[src/rtl/dblms_pkg.sv]
// shared types and constants for the led matrix scanner
package dblms_pkg;

  typedef enum logic [2:0] {
    OP_TICK    = 3'd0,
    OP_DRAW    = 3'd1,
    OP_STORE   = 3'd2,
    OP_CLEAR   = 3'd3,
    OP_REFRESH = 3'd4
  } opcode_t;

  typedef enum logic [1:0] {
    S_IDLE,
    S_COPY,
    S_READ,
    S_EMIT
  } scan_state_t;

  localparam logic [2:0]  RED_BIT          = 3'h1;
  localparam logic [2:0]  GREEN_BIT        = 3'h2;
  localparam logic [2:0]  BLUE_BIT         = 3'h4;
  localparam logic [15:0] ROW_PERIOD_RESET = 16'd6;

endpackage

[src/rtl/double_buffered_led_matrix_scanner_core.sv]
// Double-buffered RGB LED matrix row scanner. Both frames share one row-wide
// RAM (2*ROWS words of COLUMNS 3-bit pixels, one write and one registered read
// per cycle), with a flip-flop valid bit per row: a row that is not valid reads
// as black, so reset and clear-back-buffer take effect at once. Draw, store,
// clear, refresh and a tick that does not scan are done in the idle state. A
// tick that scans goes through the RAM read of the front row, then the output
// register load, which waits while an earlier word is still not taken. When a
// swap with copy takes effect, a row-by-row RAM copy runs in front of the scan
// read.
module double_buffered_led_matrix_scanner_core
  import dblms_pkg::*;
#(
  parameter int COLUMNS = 8,
  parameter int ROWS    = 16
) (
  input  logic        clk,
  input  logic        rst_n,
  input  logic        cfg_wr_en,
  input  logic [15:0] cfg_wr_data,
  input  logic        in_valid,
  output logic        in_ready,
  input  logic [2:0]  in_opcode,
  input  logic signed [15:0] in_pos_x,
  input  logic signed [15:0] in_pos_y,
  input  logic [7:0]  in_pixel_color,
  input  logic        in_copy_on_swap,
  output logic        out_valid,
  input  logic        out_ready,
  output logic [3:0]  out_row_index,
  output logic [7:0]  out_red_columns,
  output logic [7:0]  out_green_columns,
  output logic [7:0]  out_blue_columns
);

  localparam int CW     = (COLUMNS > 1) ? $clog2(COLUMNS) : 1;
  localparam int RW     = $clog2(ROWS);
  localparam int DEPTH  = 2 * ROWS;
  localparam int ADDR_W = $clog2(DEPTH);
  localparam int CNT_W  = $clog2(ROWS + 1);

  typedef logic [COLUMNS-1:0][2:0] row_word_t;

  function automatic logic [ADDR_W-1:0] row_addr(input logic plane, input logic [RW-1:0] row);
    row_addr = ADDR_W'(row) + (plane ? ADDR_W'(ROWS) : ADDR_W'(0));
  endfunction

  // frame memory and per-row valid bits
  row_word_t          frame_mem [DEPTH];
  logic [DEPTH-1:0]   row_valid_r;
  row_word_t          rd_data_r;
  logic               rd_ok_r;

  scan_state_t        state_r, state_nxt;
  logic [15:0]        row_period_r, row_period_nxt;
  logic [15:0]        countdown_r, countdown_nxt;
  logic [RW-1:0]      scan_row_r, scan_row_nxt;
  logic [RW-1:0]      emit_row_r, emit_row_nxt;
  logic               back_select_r, back_select_nxt;
  logic               swap_pending_r, swap_pending_nxt;
  logic               copy_pending_r, copy_pending_nxt;
  logic [CNT_W-1:0]   cp_cnt_r, cp_cnt_nxt;
  logic               out_valid_r, out_valid_nxt;
  logic [3:0]         out_row_r, out_row_nxt;
  logic [7:0]         out_red_r, out_red_nxt;
  logic [7:0]         out_green_r, out_green_nxt;
  logic [7:0]         out_blue_r, out_blue_nxt;

  logic               mem_we;
  logic [ADDR_W-1:0]  waddr;
  logic [COLUMNS-1:0] wmask;
  row_word_t          wdata;
  logic               valid_val;
  logic               clear_back;
  logic               rd_en;
  logic [ADDR_W-1:0]  rd_addr;

  logic               in_bounds;
  logic [CW-1:0]      px_col;
  logic [RW-1:0]      px_row;
  logic [15:0]        cd_dec;
  logic [CNT_W-1:0]   cp_prev;
  logic [2:0]         pix;

  assign px_col    = in_pos_x[CW-1:0];
  assign px_row    = in_pos_y[RW-1:0];
  assign in_bounds = !in_pos_x[15] && (in_pos_x < 16'(COLUMNS)) &&
                     !in_pos_y[15] && (in_pos_y < 16'(ROWS));
  assign cd_dec    = (countdown_r == 16'd0) ? 16'd0 : countdown_r - 16'd1;
  assign cp_prev   = cp_cnt_r - CNT_W'(1);

  always_comb begin
    state_nxt        = state_r;
    row_period_nxt   = row_period_r;
    countdown_nxt    = countdown_r;
    scan_row_nxt     = scan_row_r;
    emit_row_nxt     = emit_row_r;
    back_select_nxt  = back_select_r;
    swap_pending_nxt = swap_pending_r;
    copy_pending_nxt = copy_pending_r;
    cp_cnt_nxt       = cp_cnt_r;
    out_valid_nxt    = out_valid_r;
    out_row_nxt      = out_row_r;
    out_red_nxt      = out_red_r;
    out_green_nxt    = out_green_r;
    out_blue_nxt     = out_blue_r;
    in_ready         = (state_r == S_IDLE);
    mem_we           = 1'b0;
    waddr            = row_addr(back_select_r, px_row);
    wmask            = '0;
    wdata            = '0;
    valid_val        = 1'b1;
    clear_back       = 1'b0;
    rd_en            = 1'b0;
    rd_addr          = row_addr(!back_select_r, emit_row_r);
    pix              = '0;

    if (cfg_wr_en) begin
      row_period_nxt = cfg_wr_data;
    end
    if (out_valid_r && out_ready) begin
      out_valid_nxt = 1'b0;
    end

    case (state_r)
      S_IDLE: begin
        if (in_valid) begin
          case (opcode_t'(in_opcode))
            OP_DRAW, OP_STORE: begin
              if (in_bounds && (opcode_t'(in_opcode) == OP_STORE ||
                                in_pixel_color != 8'd0)) begin
                mem_we = 1'b1;
                // a row that is not valid yet is written whole, rest black
                for (int c = 0; c < COLUMNS; c++) begin
                  wmask[c] = !row_valid_r[waddr] || (px_col == CW'(c));
                  wdata[c] = (px_col == CW'(c)) ? in_pixel_color[2:0] : 3'd0;
                end
              end
            end
            OP_CLEAR: clear_back = 1'b1;
            OP_REFRESH: begin
              swap_pending_nxt = 1'b1;
              copy_pending_nxt = in_copy_on_swap;
            end
            OP_TICK: begin
              if (cd_dec == 16'd0) begin
                countdown_nxt = row_period_r;
                emit_row_nxt  = scan_row_r;
                scan_row_nxt  = (scan_row_r == RW'(ROWS - 1)) ? '0 : scan_row_r + RW'(1);
                state_nxt     = S_READ;
                if (scan_row_r == '0 && swap_pending_r) begin
                  back_select_nxt  = !back_select_r;
                  swap_pending_nxt = 1'b0;
                  copy_pending_nxt = 1'b0;
                  if (copy_pending_r) begin
                    cp_cnt_nxt = '0;
                    state_nxt  = S_COPY;
                  end
                end
              end else begin
                countdown_nxt = cd_dec;
              end
            end
            default: ;
          endcase
        end
      end
      S_COPY: begin
        // read front row k while writing back row k-1
        if (cp_cnt_r < CNT_W'(ROWS)) begin
          rd_en   = 1'b1;
          rd_addr = row_addr(!back_select_r, cp_cnt_r[RW-1:0]);
        end
        if (cp_cnt_r != '0) begin
          mem_we    = 1'b1;
          waddr     = row_addr(back_select_r, cp_prev[RW-1:0]);
          wmask     = '1;
          wdata     = rd_data_r;
          valid_val = rd_ok_r;
        end
        if (cp_cnt_r == CNT_W'(ROWS)) begin
          state_nxt = S_READ;
        end else begin
          cp_cnt_nxt = cp_cnt_r + CNT_W'(1);
        end
      end
      S_READ: begin
        rd_en     = 1'b1;
        state_nxt = S_EMIT;
      end
      S_EMIT: begin
        if (!out_valid_r || out_ready) begin
          out_valid_nxt = 1'b1;
          out_row_nxt   = 4'(emit_row_r);
          out_red_nxt   = '0;
          out_green_nxt = '0;
          out_blue_nxt  = '0;
          for (int c = 0; c < COLUMNS; c++) begin
            pix = rd_ok_r ? rd_data_r[c] : 3'd0;
            out_red_nxt[c]   = |(pix & RED_BIT);
            out_green_nxt[c] = |(pix & GREEN_BIT);
            out_blue_nxt[c]  = |(pix & BLUE_BIT);
          end
          state_nxt = S_IDLE;
        end
      end
      default: state_nxt = S_IDLE;
    endcase
  end

  always_ff @(posedge clk) begin
    if (!rst_n) begin
      state_r        <= S_IDLE;
      row_period_r   <= ROW_PERIOD_RESET;
      countdown_r    <= '0;
      scan_row_r     <= '0;
      emit_row_r     <= '0;
      back_select_r  <= 1'b0;
      swap_pending_r <= 1'b0;
      copy_pending_r <= 1'b0;
      cp_cnt_r       <= '0;
      out_valid_r    <= 1'b0;
    end else begin
      state_r        <= state_nxt;
      row_period_r   <= row_period_nxt;
      countdown_r    <= countdown_nxt;
      scan_row_r     <= scan_row_nxt;
      emit_row_r     <= emit_row_nxt;
      back_select_r  <= back_select_nxt;
      swap_pending_r <= swap_pending_nxt;
      copy_pending_r <= copy_pending_nxt;
      cp_cnt_r       <= cp_cnt_nxt;
      out_valid_r    <= out_valid_nxt;
    end
  end

  always_ff @(posedge clk) begin
    out_row_r   <= out_row_nxt;
    out_red_r   <= out_red_nxt;
    out_green_r <= out_green_nxt;
    out_blue_r  <= out_blue_nxt;
  end

  always_ff @(posedge clk) begin
    if (!rst_n) begin
      row_valid_r <= '0;
    end else begin
      if (clear_back) begin
        for (int i = 0; i < DEPTH; i++) begin
          if ((i >= ROWS) == back_select_r) begin
            row_valid_r[i] <= 1'b0;
          end
        end
      end
      if (mem_we) begin
        row_valid_r[waddr] <= valid_val;
      end
    end
  end

  always_ff @(posedge clk) begin
    if (mem_we) begin
      for (int c = 0; c < COLUMNS; c++) begin
        if (wmask[c]) begin
          frame_mem[waddr][c] <= wdata[c];
        end
      end
    end
  end

  always_ff @(posedge clk) begin
    if (rd_en) begin
      rd_data_r <= frame_mem[rd_addr];
      rd_ok_r   <= row_valid_r[rd_addr];
    end
  end

  assign out_valid         = out_valid_r;
  assign out_row_index     = out_row_r;
  assign out_red_columns   = out_red_r;
  assign out_green_columns = out_green_r;
  assign out_blue_columns  = out_blue_r;

  // copy only runs right after a swap at row 0
  assert property (@(posedge clk) disable iff (!rst_n)
    (state_r == S_COPY) |-> (emit_row_r == '0 && !swap_pending_r && !copy_pending_r))
    else $error("copy sweep outside a row 0 swap");

  assert property (@(posedge clk) disable iff (!rst_n)
    (state_r == S_COPY) |-> (cp_cnt_r <= CNT_W'(ROWS)))
    else $error("copy counter overrun");

  assert property (@(posedge clk) disable iff (!rst_n)
    (state_r == S_READ) |=> (state_r == S_EMIT))
    else $error("scan read not followed by emit");

  assert property (@(posedge clk) disable iff (!rst_n)
    (state_r == S_EMIT && (!out_valid_r || out_ready)) |=>
      (out_valid_r && state_r == S_IDLE))
    else $error("scan word not loaded");

endmodule
[config.mk]
export PLATFORM = sky130hd
export DESIGN_NAME = double_buffered_led_matrix_scanner_core
export DESIGN_NICKNAME = d
export VERILOG_FILES = /design/src/rtl/dblms_pkg.sv /design/src/rtl/double_buffered_led_matrix_scanner_core.sv
export SDC_FILE = /design/constraint.sdc
export NUM_CORES = 1
export LEC_CHECK = 0
export BUFFER_PORTS_ARGS = -buffer_cell sky130_fd_sc_hd__buf_2
export CORE_UTILIZATION = 60
export CTS_BUF_LIST = sky130_fd_sc_hd__clkbuf_8
export CTS_CLUSTER_SIZE = 20
export DETAILED_ROUTE_END_ITERATION = 8
export PLACE_DENSITY_LB_ADDON = 0.05
export SLEW_MARGIN = 20
export SYNTH_ARGS = -nofsm -noshare
export SYNTH_HDL_FRONTEND = slang
export SYNTH_SLANG_ARGS = --single-unit
export TNS_END_PERCENT = 1
[constraint.sdc]
create_clock -name clk -period 5.7 [get_ports clk]
set_input_delay 0.855 -clock clk [delete_from_list [all_inputs] [get_ports clk]]
set_output_delay 0.855 -clock clk [all_outputs]
set_load 0.03 [all_outputs]
==> metrics.csv <==
stage,metric,value,unit
die,Die Area,64310,um^2
power_and_ir_drop,Peak VDD IR,0.2263,mV
place,DP Wirelength,57.41,mm
critical_path,R2R cell count,8,
flow_run,Max-Cap Viols,0,
place,Placed Cells,3269,
min_path,hold path endpoint,row_period_r[1],
logic_synthesis,post-synthesis sequential area ratio,69.29,%
cts,Clock Tree Buf Depth,3,
logic_synthesis,Synthesis Warnings,0,
routing,Vias,22200,
routing,drt initial violations,2432,
cts,clk root buf,clkbuf_8,
timing,final worst path period share,74.09,%
timing,Final Max Tran Viols,0,
logic_synthesis,Synth Register Bits,904,
routing,Pre-Repair DR Iteration Count,5,
routing,overall routed net length,95.27,mm
timing,setup_tns,0,ps
final_layout,Layout area overhead,10.14,%
cts,clock sink total,904,
power_and_ir_drop,clock group share of total power,40.6,%
critical_path,Worst Path Required,6130,ps
global_routing,antenna violations before repair,7,
global_routing,GRT Total Usage,30.90,%
logic_synthesis,syn nets,2529,
logic_synthesis,main flop type after synthesis,edfxtp_1,
logic_synthesis,Syn Std Cell Area,37980,um^2
power_and_ir_drop,share of total power in sequential cells,57.3,%
place,GPL Wtd Cong,0.8808,
logic_synthesis,Post-Syn Instances,2454,
global_routing,vias in the first global route,22620,
critical_path,FF-to-FF End,frame_mem[7][0],
timing,skew final,33.13,ps
global_routing,first-pass GRT wire length,142.0,mm
global_routing,gr ovfl total,0,
final_layout,Layout Cells excl Fill,3524,
routing,post-DR wirelength/cell,27.03,um
power_and_ir_drop,internal power,0.009835,W
power_and_ir_drop,NetSw,0.002647,W
timing,final hold vios,0,
final_layout,ratio of cells with drive above 1 in the final layout,25.48,%
timing,RSZ-0062 raised after global routing,false,
timing,Max Freq,0.2368,GHz
timing,slew margin rel.,21.04,%
critical_path,CP arrival,4660,ps
final_layout,Final #Nets,2652,
timing,post-route minimum period,4223,ps
critical_path,r2r setup slk,1480,ps
cts,"Clk Latency, worst-skew pair",800,ps
die,die width,253.6,um
logic_synthesis,average size of a mapped cell,15.48,um^2
die,initial cell density of the core,61.09,%
cts,Num CTS Buffers,142,
cts,CTS tree,yes,
cts,PostCTS Resize Cnt,0,
run_status,outcome,"finished, final reports clean",
cts,CTS H-tree depth,4,
routing,vias per inst,6.300,
min_path,Worst Hold Launch,cfg_wr_data[1],
critical_path,Startpoint Class,register,
min_path,Worst Hold Depth,3,
die,Rows,91,
power_and_ir_drop,Comb power frac,2.1,%
logic_synthesis,Post-synth ARST share,0,%
timing,Tightest Pin Transition,1182,ps
power_and_ir_drop,P per Cell Area,298.4,nW/um^2
timing,final setup fails,0,
critical_path,Worst setup EP type,register,
logic_synthesis,Synth cell types,78,
critical_path,worst r2r src,cp_cnt_r[0],
place,Port Buffers,94,
routing,post-route ant nets,0,
cts,Clock transition at path regs,60,ps
die,Core ar.,62170,um^2
power_and_ir_drop,Leak,13.13,nW
critical_path,CP max FO,14,
power_and_ir_drop,Tot Pwr,0.01248,W
cts,post-CTS setup buffer count,0,
min_path,Hold WC Path Type,input pin to register,
power_and_ir_drop,Sw Share,21.21,%
global_routing,largest net degree at the start of global routing,112,
die,I/O pins,95,
cts,Post-CTS Hold Fix Bufs,0,
critical_path,CP Class,register to register,
routing,# DRC,0,
logic_synthesis,number of enable flip-flop cells after synthesis,821,
die,die extent in y,253.6,um
kinds of logic (layout without fill, tap and decap cells):
family / Yosys count / after routing / synth area share, %
xor gates and xnor gates: 6 / 6 / 0.1384
AOI/OAI and AO/OA: 195 / 195 / 3.021
other: 0 / 3 / 0
and+or+nand+nor: 908 / 908 / 11.12
adders and majority gates: 10 / 10 / 0.3294
DFF: 904 / 904 / 69.29
muxes: 250 / 250 / 13.61
buffers and inverters: 181 / 411 / 2.500
how the worst max path moves through the flow:
stage,startpoint,depth (start not counted),to,slack (ps)
final,cp_cnt_r[0],8,frame_mem[7][0],1480
after CTS,cp_cnt_r[0],8,frame_mem[10][8],1530
after floorplan,state_r[0],8,frame_mem[0][23],2120
after global routing,cp_cnt_r[0],9,frame_mem[25][11],1290
after global placement,in_pos_x[15],6,frame_mem[18][4],1470
after detailed placement,cp_cnt_r[0],8,frame_mem[10][6],1560
worst max-delay path, stage by stage (launching register included):
cell and delay (ps):
dfxtp_1 570, inv_1 200, ha_1 250, or3b_1 180, o21a_1 640, mux2_2 490, nor3_2 280, nand2_1 740
nor2_1 510
power by group through the flow:
stage	logic [W]	registers [W]	clock network [W]
6_report	0.000262	0.00715	0.00507
5_1_grt	0.000288	0.00715	0.00540
4_1_cts	0.000261	0.00715	0.00514
3_5_place_dp	0.000260	0.00729	0
3_3_place_gp	0.000256	0.00729	0
2_1_floorplan	0.000202	0.00728	0
state kept, by name, indices dropped and copies added (netlist names), 2 cells and up:
register           cells
cp_cnt_r               5
out_row_index          4
rd_data_r             24
out_red_columns        8
row_valid_r           32
emit_row_r             4
scan_row_r             4
state_r                2
frame_mem            768
countdown_r           16
out_green_columns      8
out_blue_columns       8
row_period_r          16
through the flow:
step                      setup slack (ps)  area [um^2]  hold WS (ps)  util (%)
final                                 1477        41830         275.8     67.29
after global routing                  1286        41830         292.8     67.28
after CTS                             1530        41790         225.5     67.23
after detailed placement              1557        39200         460.1     63.05
after global placement                1473        39180         449.5     63.02
after floorplan                       2123        37980         429.2         -
placed cells by master (no fill, tap or decap), types with 14 or more instances in the layout:
| cell type | count |
|---|---|
| mux2i_1 | 30 |
| and2_1 | 25 |
| nor2_2 | 88 |
| clkbuf_8 | 150 |
| nor2_1 | 220 |
| mux4_2 | 207 |
| clkinv_1 | 19 |
| buf_4 | 38 |
| nand2_2 | 17 |
| dfxtp_1 | 82 |
| o21ai_1 | 29 |
| buf_2 | 94 |
| nor3_1 | 20 |
| o21ai_2 | 19 |
| o21ai_0 | 47 |
| a21oi_1 | 41 |
| nand3_1 | 144 |
| nor4_1 | 14 |
| inv_1 | 75 |
| clkinv_2 | 18 |
| nand2_1 | 323 |
| edfxtp_1 | 821 |
synthesized netlist by cell type, types with 3 or more instances:
cell / instances / area (um^2)
edfxtp_1: 821 / 24650
nand2_1: 323 / 1212
nor2_1: 221 / 829.6
mux4_2: 207 / 4662
nand3_1: 144 / 720.7
nor2_2: 87 / 544.3
dfxtp_1: 83 / 1662
o21ai_0: 72 / 360.4
clkbuf_1: 68 / 255.2
a21oi_1: 44 / 220.2
buf_2: 44 / 220.2
mux2i_1: 34 / 340.3
buf_6: 28 / 315.3
and2_1: 25 / 156.4
o21ai_1: 25 / 125.1
inv_1: 21 / 78.83
nor3_1: 20 / 100.1
buf_1: 17 / 63.81
nand2_2: 17 / 106.4
nor4_1: 14 / 87.58
ha_1: 10 / 125.1
nand4_1: 9 / 56.30
and3_1: 8 / 50.05
a31oi_1: 7 / 43.79
nor2b_1: 6 / 37.54
a221oi_1: 5 / 43.79
nand3b_1: 5 / 37.54
o22ai_1: 5 / 31.28
o211ai_1: 4 / 30.03
xor2_1: 4 / 35.03
a211oi_1: 3 / 22.52
a31o_2: 3 / 26.28
mux2_2: 3 / 33.78
mux4_1: 3 / 78.83
o21a_1: 3 / 22.52
o31ai_1: 3 / 22.52
or2_2: 3 / 18.77
or3_1: 3 / 18.77
metal layers:
layer,track usage (%),share of wire (%),vias to the layer above
li1,-,-,9640
met1,41.72,39,11220
met2,49.18,48,1109
met3,6.238,9.1,231
met4,13.65,3.8,2
met5,0,0.019,-
cell type report:
| cell class | instances | area (um^2) |
|---|---|---|
| timing repair buffer | 138 | 883.3 |
| antenna | 3 | 7.507 |
| sequential | 904 | 26320 |
| multi-input combinational | 1369 | 10900 |
| fill | 4311 | 20340 |
| tap | 837 | 1047 |
| clock inverter | 101 | 534.3 |
| inverter | 22 | 82.58 |
| clock buffer | 150 | 2064 |
No activity file was read; power rests on OpenSTA's default activity.
